--- src/sv/cbcl_pkg.sv ---
// Shared widths, command/status types and codes for the code block cache.
package cbcl_pkg;

  localparam int unsigned ENTRIES_DEF = 16;
  localparam int unsigned KEY_W       = 32;
  localparam int unsigned SIZE_W      = 20;
  localparam int unsigned TIME_W      = 32;
  localparam int unsigned ADDR_W      = 32;
  localparam int unsigned SLOT_W      = 4;
  localparam int unsigned CAP_W       = 5;
  localparam logic [CAP_W-1:0] CAP_RESET = 5'd16;

  // read address counter operations
  typedef enum logic [2:0] {
    RA_HOLD = 3'd0,
    RA_ZERO = 3'd1,
    RA_N2   = 3'd2,
    RA_INC  = 3'd3,
    RA_DEC  = 3'd4
  } ra_op_e;

  // write port source select
  typedef enum logic [2:0] {
    WR_HIT        = 3'd0,
    WR_SHIFT      = 3'd1,
    WR_PLACE_UP   = 3'd2,
    WR_PLACE_ZERO = 3'd3,
    WR_APPEND     = 3'd4,
    WR_EVICT      = 3'd5
  } wr_sel_e;

  typedef struct packed {
    logic     latch_in;
    ra_op_e   ra_op;
    logic     rd_en;
    logic     wr_en;
    wr_sel_e  wr_sel;
    logic     last_latch;
    logic     lru_upd;
    logic     finish;
  } cmd_t;

  typedef struct packed {
    logic used_zero;
    logic used_lt2;
    logic full;
    logic rd_vld;
    logic match;
    logic rd_last;
    logic base_lt;
    logic rdi_zero;
    logic lru_end;
  } status_t;

endpackage

--- src/sv/code_block_cache_lru.sv ---
// Top level of the fully associative code block cache with LRU replacement.
//
//  channel   | direction | handshake                 | word
//  ----------+-----------+---------------------------+---------------------------------
//  request   | in        | start & !busy             | block_key_i, need_size_i,
//            |           |                           | now_time_i
//  result    | out       | done_o, one cycle         | hit_o, evicted_o, slot_o,
//            |           |                           | base_address_o
//  config    | in        | cfg_valid_i & cfg_ready_o | cfg_data_i (capacity)
//
//  An empty cache goes straight to the decide step. A hit finishes at the end
//  of the key scan. A miss scans every entry in use, sinks the newest entry into
//  base order, and then decides: it appends when not full, else it walks the
//  first cap entries for the LRU one and writes the replacement. The single read
//  port of the entry stores, one entry per cycle, paces each scan.
//  Reset clears entry count, bump address and control; capacity resets to 16.
//  No clearing pass. Results cannot be stalled; busy drops as done_o rises.
module code_block_cache_lru #(
  parameter int unsigned ENTRIES = cbcl_pkg::ENTRIES_DEF
) (
  input  logic                          clk_i,
  input  logic                          rst_ni,
  input  logic                          start,
  output logic                          busy,
  input  logic [cbcl_pkg::KEY_W-1:0]    block_key_i,
  input  logic [cbcl_pkg::SIZE_W-1:0]   need_size_i,
  input  logic [cbcl_pkg::TIME_W-1:0]   now_time_i,
  output logic                          done_o,
  output logic                          hit_o,
  output logic                          evicted_o,
  output logic [cbcl_pkg::SLOT_W-1:0]   slot_o,
  output logic [cbcl_pkg::ADDR_W-1:0]   base_address_o,
  input  logic                          cfg_valid_i,
  output logic                          cfg_ready_o,
  input  logic [cbcl_pkg::CAP_W-1:0]    cfg_data_i
);
  import cbcl_pkg::*;

  cmd_t    cmd;
  status_t status;
  logic    busy_int;

  cbcl_ctrl u_ctrl (
    .clk_i    (clk_i),
    .rst_ni   (rst_ni),
    .start    (start),
    .status_i (status),
    .cmd_o    (cmd),
    .busy     (busy_int)
  );

  cbcl_dpath #(
    .ENTRIES (ENTRIES)
  ) u_dpath (
    .clk_i          (clk_i),
    .rst_ni         (rst_ni),
    .cmd_i          (cmd),
    .status_o       (status),
    .cfg_we_i       (cfg_valid_i && cfg_ready_o),
    .cfg_data_i     (cfg_data_i),
    .block_key_i    (block_key_i),
    .need_size_i    (need_size_i),
    .now_time_i     (now_time_i),
    .done_o         (done_o),
    .hit_o          (hit_o),
    .evicted_o      (evicted_o),
    .slot_o         (slot_o),
    .base_address_o (base_address_o)
  );

  assign busy        = busy_int;
  assign cfg_ready_o = !busy_int;

endmodule

--- src/sv/cbcl_ctrl.sv ---
// Sequencer: hit scan, insertion of the newest entry, LRU search, final write.
module cbcl_ctrl (
  input  logic               clk_i,
  input  logic               rst_ni,
  input  logic               start,
  input  cbcl_pkg::status_t  status_i,
  output cbcl_pkg::cmd_t     cmd_o,
  output logic               busy
);
  import cbcl_pkg::*;

  typedef enum logic [6:0] {
    ST_IDLE   = 7'b0000001,
    ST_SCAN   = 7'b0000010,
    ST_SHIFT  = 7'b0000100,
    ST_PLACE  = 7'b0001000,
    ST_DECIDE = 7'b0010000,
    ST_LRU    = 7'b0100000,
    ST_EVICT  = 7'b1000000
  } state_e;

  state_e state_q, state_d;

  always_comb begin
    state_d           = state_q;
    cmd_o.latch_in    = 1'b0;
    cmd_o.ra_op       = RA_HOLD;
    cmd_o.rd_en       = 1'b0;
    cmd_o.wr_en       = 1'b0;
    cmd_o.wr_sel      = WR_HIT;
    cmd_o.last_latch  = 1'b0;
    cmd_o.lru_upd     = 1'b0;
    cmd_o.finish      = 1'b0;
    unique case (state_q)
      ST_IDLE: begin
        if (start) begin
          cmd_o.latch_in = 1'b1;
          cmd_o.ra_op    = RA_ZERO;
          state_d        = status_i.used_zero ? ST_DECIDE : ST_SCAN;
        end
      end
      ST_SCAN: begin
        cmd_o.rd_en = 1'b1;
        cmd_o.ra_op = RA_INC;
        if (status_i.rd_vld) begin
          if (status_i.match) begin
            cmd_o.rd_en  = 1'b0;
            cmd_o.wr_en  = 1'b1;
            cmd_o.wr_sel = WR_HIT;
            cmd_o.finish = 1'b1;
            state_d      = ST_IDLE;
          end else if (status_i.rd_last) begin
            // miss: keep the newest entry aside and sink it into order
            cmd_o.rd_en      = 1'b0;
            cmd_o.last_latch = 1'b1;
            if (status_i.used_lt2) begin
              cmd_o.ra_op = RA_HOLD;
              state_d     = ST_DECIDE;
            end else begin
              cmd_o.ra_op = RA_N2;
              state_d     = ST_SHIFT;
            end
          end
        end
      end
      ST_SHIFT: begin
        cmd_o.rd_en = 1'b1;
        cmd_o.ra_op = RA_DEC;
        if (status_i.rd_vld) begin
          if (status_i.base_lt) begin
            cmd_o.wr_en  = 1'b1;
            cmd_o.wr_sel = WR_SHIFT;
            if (status_i.rdi_zero) begin
              cmd_o.rd_en = 1'b0;
              state_d     = ST_PLACE;
            end
          end else begin
            cmd_o.rd_en  = 1'b0;
            cmd_o.wr_en  = 1'b1;
            cmd_o.wr_sel = WR_PLACE_UP;
            state_d      = ST_DECIDE;
          end
        end
      end
      ST_PLACE: begin
        cmd_o.wr_en  = 1'b1;
        cmd_o.wr_sel = WR_PLACE_ZERO;
        state_d      = ST_DECIDE;
      end
      ST_DECIDE: begin
        if (status_i.full) begin
          cmd_o.ra_op = RA_ZERO;
          state_d     = ST_LRU;
        end else begin
          cmd_o.wr_en  = 1'b1;
          cmd_o.wr_sel = WR_APPEND;
          cmd_o.finish = 1'b1;
          state_d      = ST_IDLE;
        end
      end
      ST_LRU: begin
        cmd_o.rd_en = 1'b1;
        cmd_o.ra_op = RA_INC;
        if (status_i.rd_vld) begin
          cmd_o.lru_upd = 1'b1;
          if (status_i.lru_end) begin
            cmd_o.rd_en = 1'b0;
            state_d     = ST_EVICT;
          end
        end
      end
      ST_EVICT: begin
        cmd_o.wr_en  = 1'b1;
        cmd_o.wr_sel = WR_EVICT;
        cmd_o.finish = 1'b1;
        state_d      = ST_IDLE;
      end
      default: begin
        state_d = ST_IDLE;
      end
    endcase
  end

  always_ff @(posedge clk_i or negedge rst_ni) begin
    if (!rst_ni) begin
      state_q <= ST_IDLE;
    end else begin
      state_q <= state_d;
    end
  end

  assign busy = (state_q != ST_IDLE);

endmodule

--- src/sv/cbcl_dpath.sv ---
// Entry stores, read pipeline, bump allocator, LRU tracker and result register.
module cbcl_dpath #(
  parameter int unsigned ENTRIES = cbcl_pkg::ENTRIES_DEF
) (
  input  logic                          clk_i,
  input  logic                          rst_ni,
  input  cbcl_pkg::cmd_t                cmd_i,
  output cbcl_pkg::status_t             status_o,
  input  logic                          cfg_we_i,
  input  logic [cbcl_pkg::CAP_W-1:0]    cfg_data_i,
  input  logic [cbcl_pkg::KEY_W-1:0]    block_key_i,
  input  logic [cbcl_pkg::SIZE_W-1:0]   need_size_i,
  input  logic [cbcl_pkg::TIME_W-1:0]   now_time_i,
  output logic                          done_o,
  output logic                          hit_o,
  output logic                          evicted_o,
  output logic [cbcl_pkg::SLOT_W-1:0]   slot_o,
  output logic [cbcl_pkg::ADDR_W-1:0]   base_address_o
);
  import cbcl_pkg::*;

  localparam int unsigned IW = (ENTRIES > 1) ? $clog2(ENTRIES) : 1;
  localparam int unsigned CW = $clog2(ENTRIES + 1);
  localparam int unsigned EW = (CW > CAP_W) ? CW : CAP_W;

  // entry stores
  logic [KEY_W-1:0]  mem_key_q  [ENTRIES];
  logic [TIME_W-1:0] mem_time_q [ENTRIES];
  logic [ADDR_W-1:0] mem_base_q [ENTRIES];

  logic [KEY_W-1:0]  key_q;
  logic [SIZE_W-1:0] size_q;
  logic [TIME_W-1:0] now_q;
  logic [CAP_W-1:0]  cap_q;
  logic [CW-1:0]     used_q;
  logic [ADDR_W-1:0] bump_q;
  logic [IW-1:0]     ra_q, ra_d;
  logic [IW-1:0]     rdi_q;
  logic              rd_vld_q;
  logic [KEY_W-1:0]  rd_key_q;
  logic [TIME_W-1:0] rd_time_q;
  logic [ADDR_W-1:0] rd_base_q;
  logic [KEY_W-1:0]  last_key_q;
  logic [TIME_W-1:0] last_time_q;
  logic [ADDR_W-1:0] last_base_q;
  logic [IW-1:0]     best_slot_q;
  logic [TIME_W-1:0] best_time_q;
  logic [ADDR_W-1:0] best_base_q;
  logic              done_q;
  logic              hit_q;
  logic              evicted_q;
  logic [SLOT_W-1:0] slot_q;
  logic [ADDR_W-1:0] base_q;

  logic [EW-1:0]     cap_ext;
  logic [EW-1:0]     cap_eff;
  logic [EW-1:0]     used_ext;
  logic [IW-1:0]     wr_addr;
  logic [KEY_W-1:0]  wr_key;
  logic [TIME_W-1:0] wr_time;
  logic [ADDR_W-1:0] wr_base;
  logic              is_append;

  // capacity zero acts as one, above the store size as the store size
  assign cap_ext  = EW'(cap_q);
  assign cap_eff  = (cap_ext == '0) ? EW'(1) :
                    (cap_ext > EW'(ENTRIES)) ? EW'(ENTRIES) : cap_ext;
  assign used_ext = EW'(used_q);

  assign status_o.used_zero = (used_q == '0);
  assign status_o.used_lt2  = (used_ext < EW'(2));
  assign status_o.full      = (used_ext >= cap_eff);
  assign status_o.rd_vld    = rd_vld_q;
  assign status_o.match     = (rd_key_q == key_q);
  assign status_o.rd_last   = ((EW'(rdi_q) + EW'(1)) == used_ext);
  assign status_o.base_lt   = (rd_base_q < last_base_q);
  assign status_o.rdi_zero  = (rdi_q == '0);
  assign status_o.lru_end   = ((EW'(rdi_q) + EW'(1)) == cap_eff);

  // read address: saturating walk keeps every read inside the store
  always_comb begin
    unique case (cmd_i.ra_op)
      RA_HOLD: ra_d = ra_q;
      RA_ZERO: ra_d = '0;
      RA_N2:   ra_d = IW'(used_ext - EW'(2));
      RA_INC:  ra_d = (ra_q == IW'(ENTRIES - 1)) ? ra_q : ra_q + IW'(1);
      RA_DEC:  ra_d = (ra_q == '0) ? ra_q : ra_q - IW'(1);
      default: ra_d = ra_q;
    endcase
  end

  always_comb begin
    unique case (cmd_i.wr_sel)
      WR_HIT: begin
        wr_addr = rdi_q;
        wr_key  = rd_key_q;
        wr_time = now_q;
        wr_base = rd_base_q;
      end
      WR_SHIFT: begin
        wr_addr = rdi_q + IW'(1);
        wr_key  = rd_key_q;
        wr_time = rd_time_q;
        wr_base = rd_base_q;
      end
      WR_PLACE_UP: begin
        wr_addr = rdi_q + IW'(1);
        wr_key  = last_key_q;
        wr_time = last_time_q;
        wr_base = last_base_q;
      end
      WR_PLACE_ZERO: begin
        wr_addr = '0;
        wr_key  = last_key_q;
        wr_time = last_time_q;
        wr_base = last_base_q;
      end
      WR_APPEND: begin
        wr_addr = used_q[IW-1:0];
        wr_key  = key_q;
        wr_time = now_q;
        wr_base = bump_q;
      end
      WR_EVICT: begin
        wr_addr = best_slot_q;
        wr_key  = key_q;
        wr_time = now_q;
        wr_base = best_base_q;
      end
      default: begin
        wr_addr = '0;
        wr_key  = '0;
        wr_time = '0;
        wr_base = '0;
      end
    endcase
  end

  assign is_append = cmd_i.finish && (cmd_i.wr_sel == WR_APPEND);

  always_ff @(posedge clk_i) begin
    if (cmd_i.wr_en) begin
      mem_key_q[wr_addr]  <= wr_key;
      mem_time_q[wr_addr] <= wr_time;
      mem_base_q[wr_addr] <= wr_base;
    end
    rd_key_q  <= mem_key_q[ra_q];
    rd_time_q <= mem_time_q[ra_q];
    rd_base_q <= mem_base_q[ra_q];
    rdi_q     <= ra_q;
  end

  always_ff @(posedge clk_i) begin
    if (cmd_i.latch_in) begin
      key_q  <= block_key_i;
      size_q <= need_size_i;
      now_q  <= now_time_i;
    end
    if (cmd_i.last_latch) begin
      last_key_q  <= rd_key_q;
      last_time_q <= rd_time_q;
      last_base_q <= rd_base_q;
    end
    // first candidate seeds the search; ties keep the earlier slot
    if (cmd_i.lru_upd && ((rdi_q == '0) || (rd_time_q < best_time_q))) begin
      best_slot_q <= rdi_q;
      best_time_q <= rd_time_q;
      best_base_q <= rd_base_q;
    end
    if (cmd_i.finish) begin
      hit_q     <= (cmd_i.wr_sel == WR_HIT);
      evicted_q <= (cmd_i.wr_sel == WR_EVICT);
      slot_q    <= SLOT_W'(wr_addr);
      base_q    <= wr_base;
    end
  end

  always_ff @(posedge clk_i or negedge rst_ni) begin
    if (!rst_ni) begin
      cap_q    <= CAP_RESET;
      used_q   <= '0;
      bump_q   <= '0;
      ra_q     <= '0;
      rd_vld_q <= 1'b0;
      done_q   <= 1'b0;
    end else begin
      if (cfg_we_i) begin
        cap_q <= cfg_data_i;
      end
      if (is_append) begin
        used_q <= used_q + CW'(1);
        bump_q <= bump_q + ADDR_W'(size_q);
      end
      ra_q     <= ra_d;
      rd_vld_q <= cmd_i.rd_en;
      done_q   <= cmd_i.finish;
    end
  end

  assign done_o         = done_q;
  assign hit_o          = hit_q;
  assign evicted_o      = evicted_q;
  assign slot_o         = slot_q;
  assign base_address_o = base_q;

  a_used_bound: assert property (@(posedge clk_i) disable iff (!rst_ni)
    used_q <= CW'(ENTRIES))
    else $error("entry count beyond store size");

  a_append_room: assert property (@(posedge clk_i) disable iff (!rst_ni)
    (cmd_i.wr_en && (cmd_i.wr_sel == WR_APPEND)) |-> !status_o.full)
    else $error("append while full");

  a_bump_only_append: assert property (@(posedge clk_i) disable iff (!rst_ni)
    !is_append |=> $stable(bump_q))
    else $error("bump address moved without an append");

  a_rd_write_valid: assert property (@(posedge clk_i) disable iff (!rst_ni)
    (cmd_i.wr_en && (cmd_i.wr_sel == WR_HIT || cmd_i.wr_sel == WR_SHIFT ||
                     cmd_i.wr_sel == WR_PLACE_UP)) |-> rd_vld_q)
    else $error("write from stale read data");

  a_done_single: assert property (@(posedge clk_i) disable iff (!rst_ni)
    done_q |=> !done_q)
    else $error("result strobe held two cycles");

endmodule

--- config.mk ---
export PLATFORM = sky130hd
export DESIGN_NAME = code_block_cache_lru
export DESIGN_NICKNAME = d
export VERILOG_FILES = /design/src/sv/cbcl_pkg.sv /design/src/sv/code_block_cache_lru.sv /design/src/sv/cbcl_ctrl.sv /design/src/sv/cbcl_dpath.sv
export SDC_FILE = /design/constraint.sdc
export NUM_CORES = 2
export LEC_CHECK = 0
export BUFFER_PORTS_ARGS = -buffer_cell sky130_fd_sc_hd__buf_2
export CAP_MARGIN = 40
export CORE_MARGIN = 1.5
export CORE_UTILIZATION = 55
export CTS_CLUSTER_DIAMETER = 100
export CTS_CLUSTER_SIZE = 10
export DETAILED_ROUTE_END_ITERATION = 7
export HOLD_SLACK_MARGIN = 0.02
export PLACE_DENSITY_LB_ADDON = 0.08
export SLEW_MARGIN = 30
export SYNTH_ARGS = -nofsm -noshare
export SYNTH_HDL_FRONTEND = slang
export SYNTH_SLANG_ARGS = --single-unit
--- constraint.sdc ---
create_clock -name clk_i -period 10.1 [get_ports clk_i]
set_input_delay 2.02 -clock clk_i [delete_from_list [all_inputs] [get_ports clk_i]]
set_output_delay 2.02 -clock clk_i [all_outputs]
set_load 0.005 [all_outputs]
* Yosys cells after proc, flatten, opt, wreduce, memory -nomap -nowiden
Memories as Yosys holds them, arrays and structs flattened. A register that Yosys moved wholly into a read port is not among the register bits. Index checks and enable logic that the tools add are counted.
Operators by class: $add $sub $neg 7, order comparisons 5, eq/ne operators 30, mux-type cells 51, reductions and logical operators 18
Operators by type and width (number):
- $pmux W32 S3 | 2
- $pmux W32 S4 | 1
- $lt A32 B32 Y1 | 2
- $mux W7 | 9
- $pmux W7 S6 | 1
- $add A32 B20 Y32 | 1
- $eq A32 B32 Y1 | 1
- $pmux W4 S4 | 2
- $mux W5 | 6
- $mux W4 | 6
- $pmux W4 S5 | 1
- $mux W1 | 16
- $pmux W3 S5 | 1
- $eq A3 B2 Y1 const B | 4
- $eq A5 B5 Y1 | 2
- $logic_not A5 Y1 | 2
- $eq A3 B3 Y1 const B | 3
- $mux W9 | 1
- $add A4 B1 Y4 const B | 2
- $logic_not A4 Y1 | 2
- $ne A2 B2 Y1 const B | 4
- $reduce_or A2 Y1 | 4
- $eq A7 B1 Y1 const B | 1
- $eq A7 B2 Y1 const B | 1
- 29 further kinds | 36
Storage, ports and cells: register bits 345, memory bits (writable) 1536, output and inout port bits 41, word-level logic and storage cells 135, memories kept 3
Memories:
- u_dpath.mem_base_q | depth 16, width 32, read ports 1, clocked after Yosys merged registers in 1, wr ports 1, RTL line cbcl_dpath.sv:29 | logic [ADDR_W-1:0] mem_base_q [ENTRIES];
- u_dpath.mem_key_q | depth 16, width 32, read ports 1, clocked after Yosys merged registers in 1, wr ports 1, RTL line cbcl_dpath.sv:27 | logic [KEY_W-1:0] mem_key_q [ENTRIES];
- u_dpath.mem_time_q | depth 16, width 32, read ports 1, clocked after Yosys merged registers in 1, wr ports 1, RTL line cbcl_dpath.sv:28 | logic [TIME_W-1:0] mem_time_q [ENTRIES];

* Longest topological paths before layout
depth in word-level cells 9, depth in mapped cells 13, gate-level depth less buffers 12

* Cells and area by module
A second synthesis with hierarchy kept.
Second synthesis, totals: cell total of the unflattened synthesis 3704, area total of the unflattened synthesis 76699.8 sq um
By module, submodules not included:
- cbcl_dpath | instances 1, cells each 3617, area each 76061.7 sq um
- cbcl_ctrl | instances 1, cells each 85, area each 628.1 sq um
- code_block_cache_lru | instances 1, cells each 2, area each 10.0 sq um

* Worst setup path before layout
OpenSTA, ideal clock, no wires.
path kind register to register, from reg u_dpath.cap_q[4] (netlist: u_dpath.cap_ext[4]), to mem u_dpath.mem_base_q[15][0], enable pin, setup time 0.668 ns, data arrival time 9.603 ns, data required time 9.432 ns, setup slack -0.171 ns, stages on the path, launching flop included 14, buffers on the path 1, clock period less this slack 10.271 ns, path through dfstp_2 -> inv_1 -> o21ai_0 -> inv_1 -> ha_1 -> nor2b_1 -> o21ai_1 -> a311oi_2 -> or2_0 -> clkbuf_1 -> a31o_2 -> or3_1 -> nand2_1 -> nor3_1
On the way: word-level cells in the longest chain between the ends 9, elaborated cells between the ends (all ways) 16
Ends and longest elaborated chain:
- start, declared | RTL line cbcl_dpath.sv:34 | logic [CAP_W-1:0] cap_q;
- start signal, assigned | RTL line cbcl_dpath.sv:188 | cap_q <= cfg_data_i;
- $gt A5 B5 Y1 | RTL line cbcl_dpath.sv:67 | (cap_ext > EW'(ENTRIES)) ? EW'(ENTRIES) : cap_ext;
- $mux W5 | RTL line cbcl_dpath.sv:67
- $mux W5 * | RTL line cbcl_dpath.sv:66 | assign cap_eff = (cap_ext == '0) ? EW'(1) :
- $ge A5 B5 Y1 * | RTL line cbcl_dpath.sv:72 | assign status_o.full = (used_ext >= cap_eff);
- $mux W4 * | RTL line cbcl_ctrl.sv:91 | if (status_i.full) begin
- $pmux W4 S5 * | RTL line cbcl_ctrl.sv:34 | unique case (state_q)
- $eq A3 B1 Y1 or $eq A3 B2 Y1 (tied branches) | RTL line cbcl_dpath.sv:93 | unique case (cmd_i.wr_sel)
- $reduce_or A2 Y1 (no source line)
- $pmux W4 S4 | RTL line cbcl_dpath.sv:93
- end, declared | RTL line cbcl_dpath.sv:29
Every way passes the cells marked *; elsewhere a longest branch is shown, timed or not.

* Final worst setup path
from reg u_dpath.cap_q[4] (netlist: u_dpath.cap_ext[4]), to mem u_dpath.mem_key_q[1][13], enable pin
On the way: word-level cells in the longest chain between the ends 9, elaborated cells between the ends (all ways) 16
Ends and longest elaborated chain (RTL line):
- $gt A5 B5 Y1 | cbcl_dpath.sv:67
- $mux W5 | cbcl_dpath.sv:67
- $mux W5 * | cbcl_dpath.sv:66
- $ge A5 B5 Y1 * | cbcl_dpath.sv:72
- $mux W4 * | cbcl_ctrl.sv:91
- $pmux W4 S5 * | cbcl_ctrl.sv:34
- $eq A3 B1 Y1 or $eq A3 B2 Y1 (tied branches) | cbcl_dpath.sv:93
- $reduce_or A2 Y1 (no source line)
- $pmux W4 S4 | cbcl_dpath.sv:93
- end, declared | cbcl_dpath.sv:27
Marked as above.

==> summary.md <==
| Metric | Value |
|---|---|
| Worst setup margin | 4.56 ns |
| Critical register-to-register path startpoint | u_dpath.cap_ext[4]$_DFFE_PN1P_ |
| Largest net degree at the start of global routing | 151 |
| Average cell area after synthesis | 21.5 µm² |
| Mapped cell area | 76000 µm² |
| Syn_nets | 3728 |
| Least-Margin Pin Slew | 0.874 ns |
| Critical Path Fanout Max | 40 |
| Setup_tns | 0 ns |
| CP startpoint | u_dpath.cap_ext[4]$_DFFE_PN1P_ |
| Max incr delay on CP | 0.79 ns |
| RD Place Congestion | 0.829 |
| Regs by FF count | u_dpath.mem_base_q (512), u_dpath.mem_key_q (512), u_dpath.mem_time_q (512) |
| Crit path cell chain | inv_1, o21ai_0, inv_1, ha_1, nor2b_1, o21ai_1, a311o_1, buf_4, and3_1, a221oi_2, nand3b_1, nor2_4, buf_4 |
| Synth Area in Simple Gates | 2.19% |
| Initial core utilization | 55.3% |
| Top cells by count, synth | 1822 x edfxtp_1, 480 x mux4_2, 113 x clkbuf_1 |
| Routed WL | 175 mm |
| RSZ-0062 raised after global routing | false |
| Die width | 375 µm |
| Slowest CP cell | nor2_4 |
| Mux contribution to synthesized area | 14.3% |
| HP Start | u_dpath.bump_q[31]$_DFFE_PN0P_ |
| Arrival time at the worst endpoint | 5.98 ns |
| Num Clock Sinks | 1977 |
| Vias in the first global route | 38200 |
| Fmax | 180 MHz |
| Antenna violations before repair | 6 |
| Final Setup Violations | 0 |
| Ys Warns | 0 |
| Max-slew violation count | 0 |
| Core ar. | 137000 µm² |
| Finished Core Util | 62.6% |
| Met2 WL | 84.4 mm |
| Compound-gate portion of the synthesized area | 3.22% |
| Dpl ws | 4.57 ns |
| Min-delay worst type | register to register |
| Vias per Instance | 6.29 |
| Post-synth cell types | 69 |
| Die area | 140000 µm² |
| Worst setup SP type | register |
| Die height | 375 µm |
| Fin Clk Skew | 0.0491 ns |
| Seq/Total Area, Yosys | 76.5% |
| Status | complete, no violations |
| Synth Area in XOR/XNOR | 0.913% |
| Period minus WS final | 5.54 ns |
| Yosys top cell by area | edfxtp_1 |
| Most numerous cell in the Yosys netlist | edfxtp_1 |
| CTS Buf Count | 215 |
| Synthesized instance count | 3538 |
| Leak | 28.3 nW |
| Reg-to-reg endpoint | u_dpath.mem_key_q[1][13]$_DFFE_PP_ |
| Reg2reg setup slack | 4.56 ns |
| Routed vias | 36400 |
| Hold Buf Count CTS | 0 |
| Max-Cap Viols | 0 |
| Fin. Hold Viols | 0 |
| Crit Path Class | register to register |
| Max Used Layer | met4 |
| DRT Pass-1 Iters | 5 |
| Power per Cell Area | 280 nW/µm² |
| Synth Register Bits | 1977 |
| Worst reg2reg path depth | 13 |
| Worst-case clock buffer depth | 3 |
| Hold EP | u_dpath.bump_q[31]$_DFFE_PN0P_ |
| Async SR Flop Fraction | 2.78% |
| CP required | 10.53 ns |
| Nets@finish | 4019 |
| DR WL met3 | 11.9 mm |
| Post-DP HPWL | 94.8 mm |
| Setup repair bufs after CTS | 0 |
| H-tree depth | 4 |
| EDFF count, synth | 1822 |
| Hold Path Stages | 1 |
| Iteration-0 DRC Markers | 3993 |
| Ys flop type | edfxtp_1 |
| Grt ovf | 0 |
| Peak supply drop | 0.184 mV |
| Max transition margin | 41.7% |
| CP Capture Type | register |
| Synth-to-layout area growth | 13.1% |
| Dpl cell area | 79500 µm² |
| Final instance area | 85900 µm² |
| I/O Buffers | 133 |
| Reg clk slew, reported paths | 0.06 ns |
| CTS resizes | 0 |
| DR WL/cell | 30.3 µm |
| First-pass GRT wire length | 258 mm |
| I/O pin count | 134 |
| Post-synth top area share | 72.0% |
| Layout fillers | 9289 |
| Clk root buf | clkbuf_16 |
| DRC | 0 |
| CTS tree | built |
| Adder-cell share of the synthesized area | 1.62% |
| Clk_lat worst skew | 0.82 ns |
| Largest cells by area after synthesis | edfxtp_1 72%, mux4_2 14%, dfxtp_1 2.6% |
| Met1 wire length | 75.6 mm |
| Gr usage total | 25.4% |
| Final clock period utilization by the worst path | 54.9% |
| # rows | 136 |
| Final ANT Viol Nets | 0 |
| Main combinational cell family by area after synthesis | multiplexers |
| Layout cells sized above 1 | 24.8% |
per-stage QoR:
step / power [mW] / cells / hold WS (ns)
2_1_floorplan: 15.1 / 3538 / 0.372
3_3_place_gp: 16.8 / 5369 / 0.457
3_5_place_dp: 17.1 / 5400 / 0.458
4_1_cts: 24.2 / 5789 / 0.472
5_1_grt: 25.0 / 5795 / 0.487
6_report: 24.0 / 5796 / 0.474
metal layers:
layer | global-route usage [%] | up-vias
met5 | 0 | -
met4 | 6.24 | 0
met3 | 4.47 | 235
met2 | 40.1 | 1332
met1 | 37.4 | 19500
li1 | - | 15400
layout make-up:
class,instances,area [µm²],share of cell area [%]
Inverter,81,317,0.368
Clock inverter,10,190,0.221
Sequential cell,1977,58100,67.6
Antenna cell,1,2.50,0.00291
Timing Repair Buffer,236,1890,2.20
Tap cell,1794,2240,2.61
Multi-Input combinational cell,1318,17100,19.9
Clock buffer,379,6120,7.13
critical path, delay by kind of cell (launching register included):
family / cells / cell delay, ns
AOI/OAI and AO/OA: 4 / 1.35
adders and majority gates: 1 / 0.28
buffers and inverters: 4 / 1.18
DFF: 1 / 0.56
and+or+nand+nor: 4 / 1.70
how the worst max path moves through the flow:
stage | to | slack [ns] | cells past startpoint
final | u_dpath.mem_key_q[1][13]$_DFFE_PP_ | 4.56 | 13
after global routing | u_dpath.mem_key_q[1][13]$_DFFE_PP_ | 4.30 | 13
after CTS | u_dpath.mem_base_q[3][9]$_DFFE_PP_ | 4.57 | 13
after detailed placement | u_dpath.mem_key_q[3][24]$_DFFE_PP_ | 4.57 | 13
after global placement | u_dpath.mem_base_q[12][31]$_DFFE_PP_ | 4.51 | 14
after floorplan | u_dpath.mem_base_q[15][0]$_DFFE_PP_ | -0.17 | 13
cells by family (layout without fill, tap and decap cells):
| kind of cell | after synthesis | after routing |
|---|---|---|
| fa+ha+maj | 97 | 97 |
| compound gates | 336 | 336 |
| simple gates | 323 | 323 |
| other cells | 0 | 1 |
| xor+xnor | 76 | 76 |
| flops | 1977 | 1977 |
| buf+inv | 243 | 706 |
| mux | 486 | 486 |
report_power, final:
| part | total, mW | switching (mW) | internal (mW) |
|---|---|---|---|
| clock network | 7.09 | 3.02 | 4.07 |
| logic | 5.90 | 3.27 | 2.63 |
| registers | 11.0 | 0.530 | 10.5 |
| total | 24.0 | 6.81 | 17.2 |
cell usage in the layout, fill, tap and decap left out, types with 6 or more instances in the layout:
cell type and count:
nand2_1 104, nor4_1 11, mux4_2 480, clkbuf_16 221, ha_1 95, nor2b_1 6
xnor2_1 25, and3_1 41, buf_4 50, a21o_1 29, edfxtp_1 1822, a221o_1 66
nand4_1 19, nand3_1 17, inv_1 80, buf_16 14, a22oi_1 33, a211oi_1 7
buf_6 6, o21ai_0 72, xor2_1 49, buf_2 150, a21oi_1 45, and2_1 35
dfrtp_1 50, dfxtp_1 100, nor2_4 12, o211ai_1 42, buf_12 15, mux2_2 6
nor2_1 31, clkbuf_1 158, nand2b_1 11
Note: power is estimated with default switching activity, not from simulation.
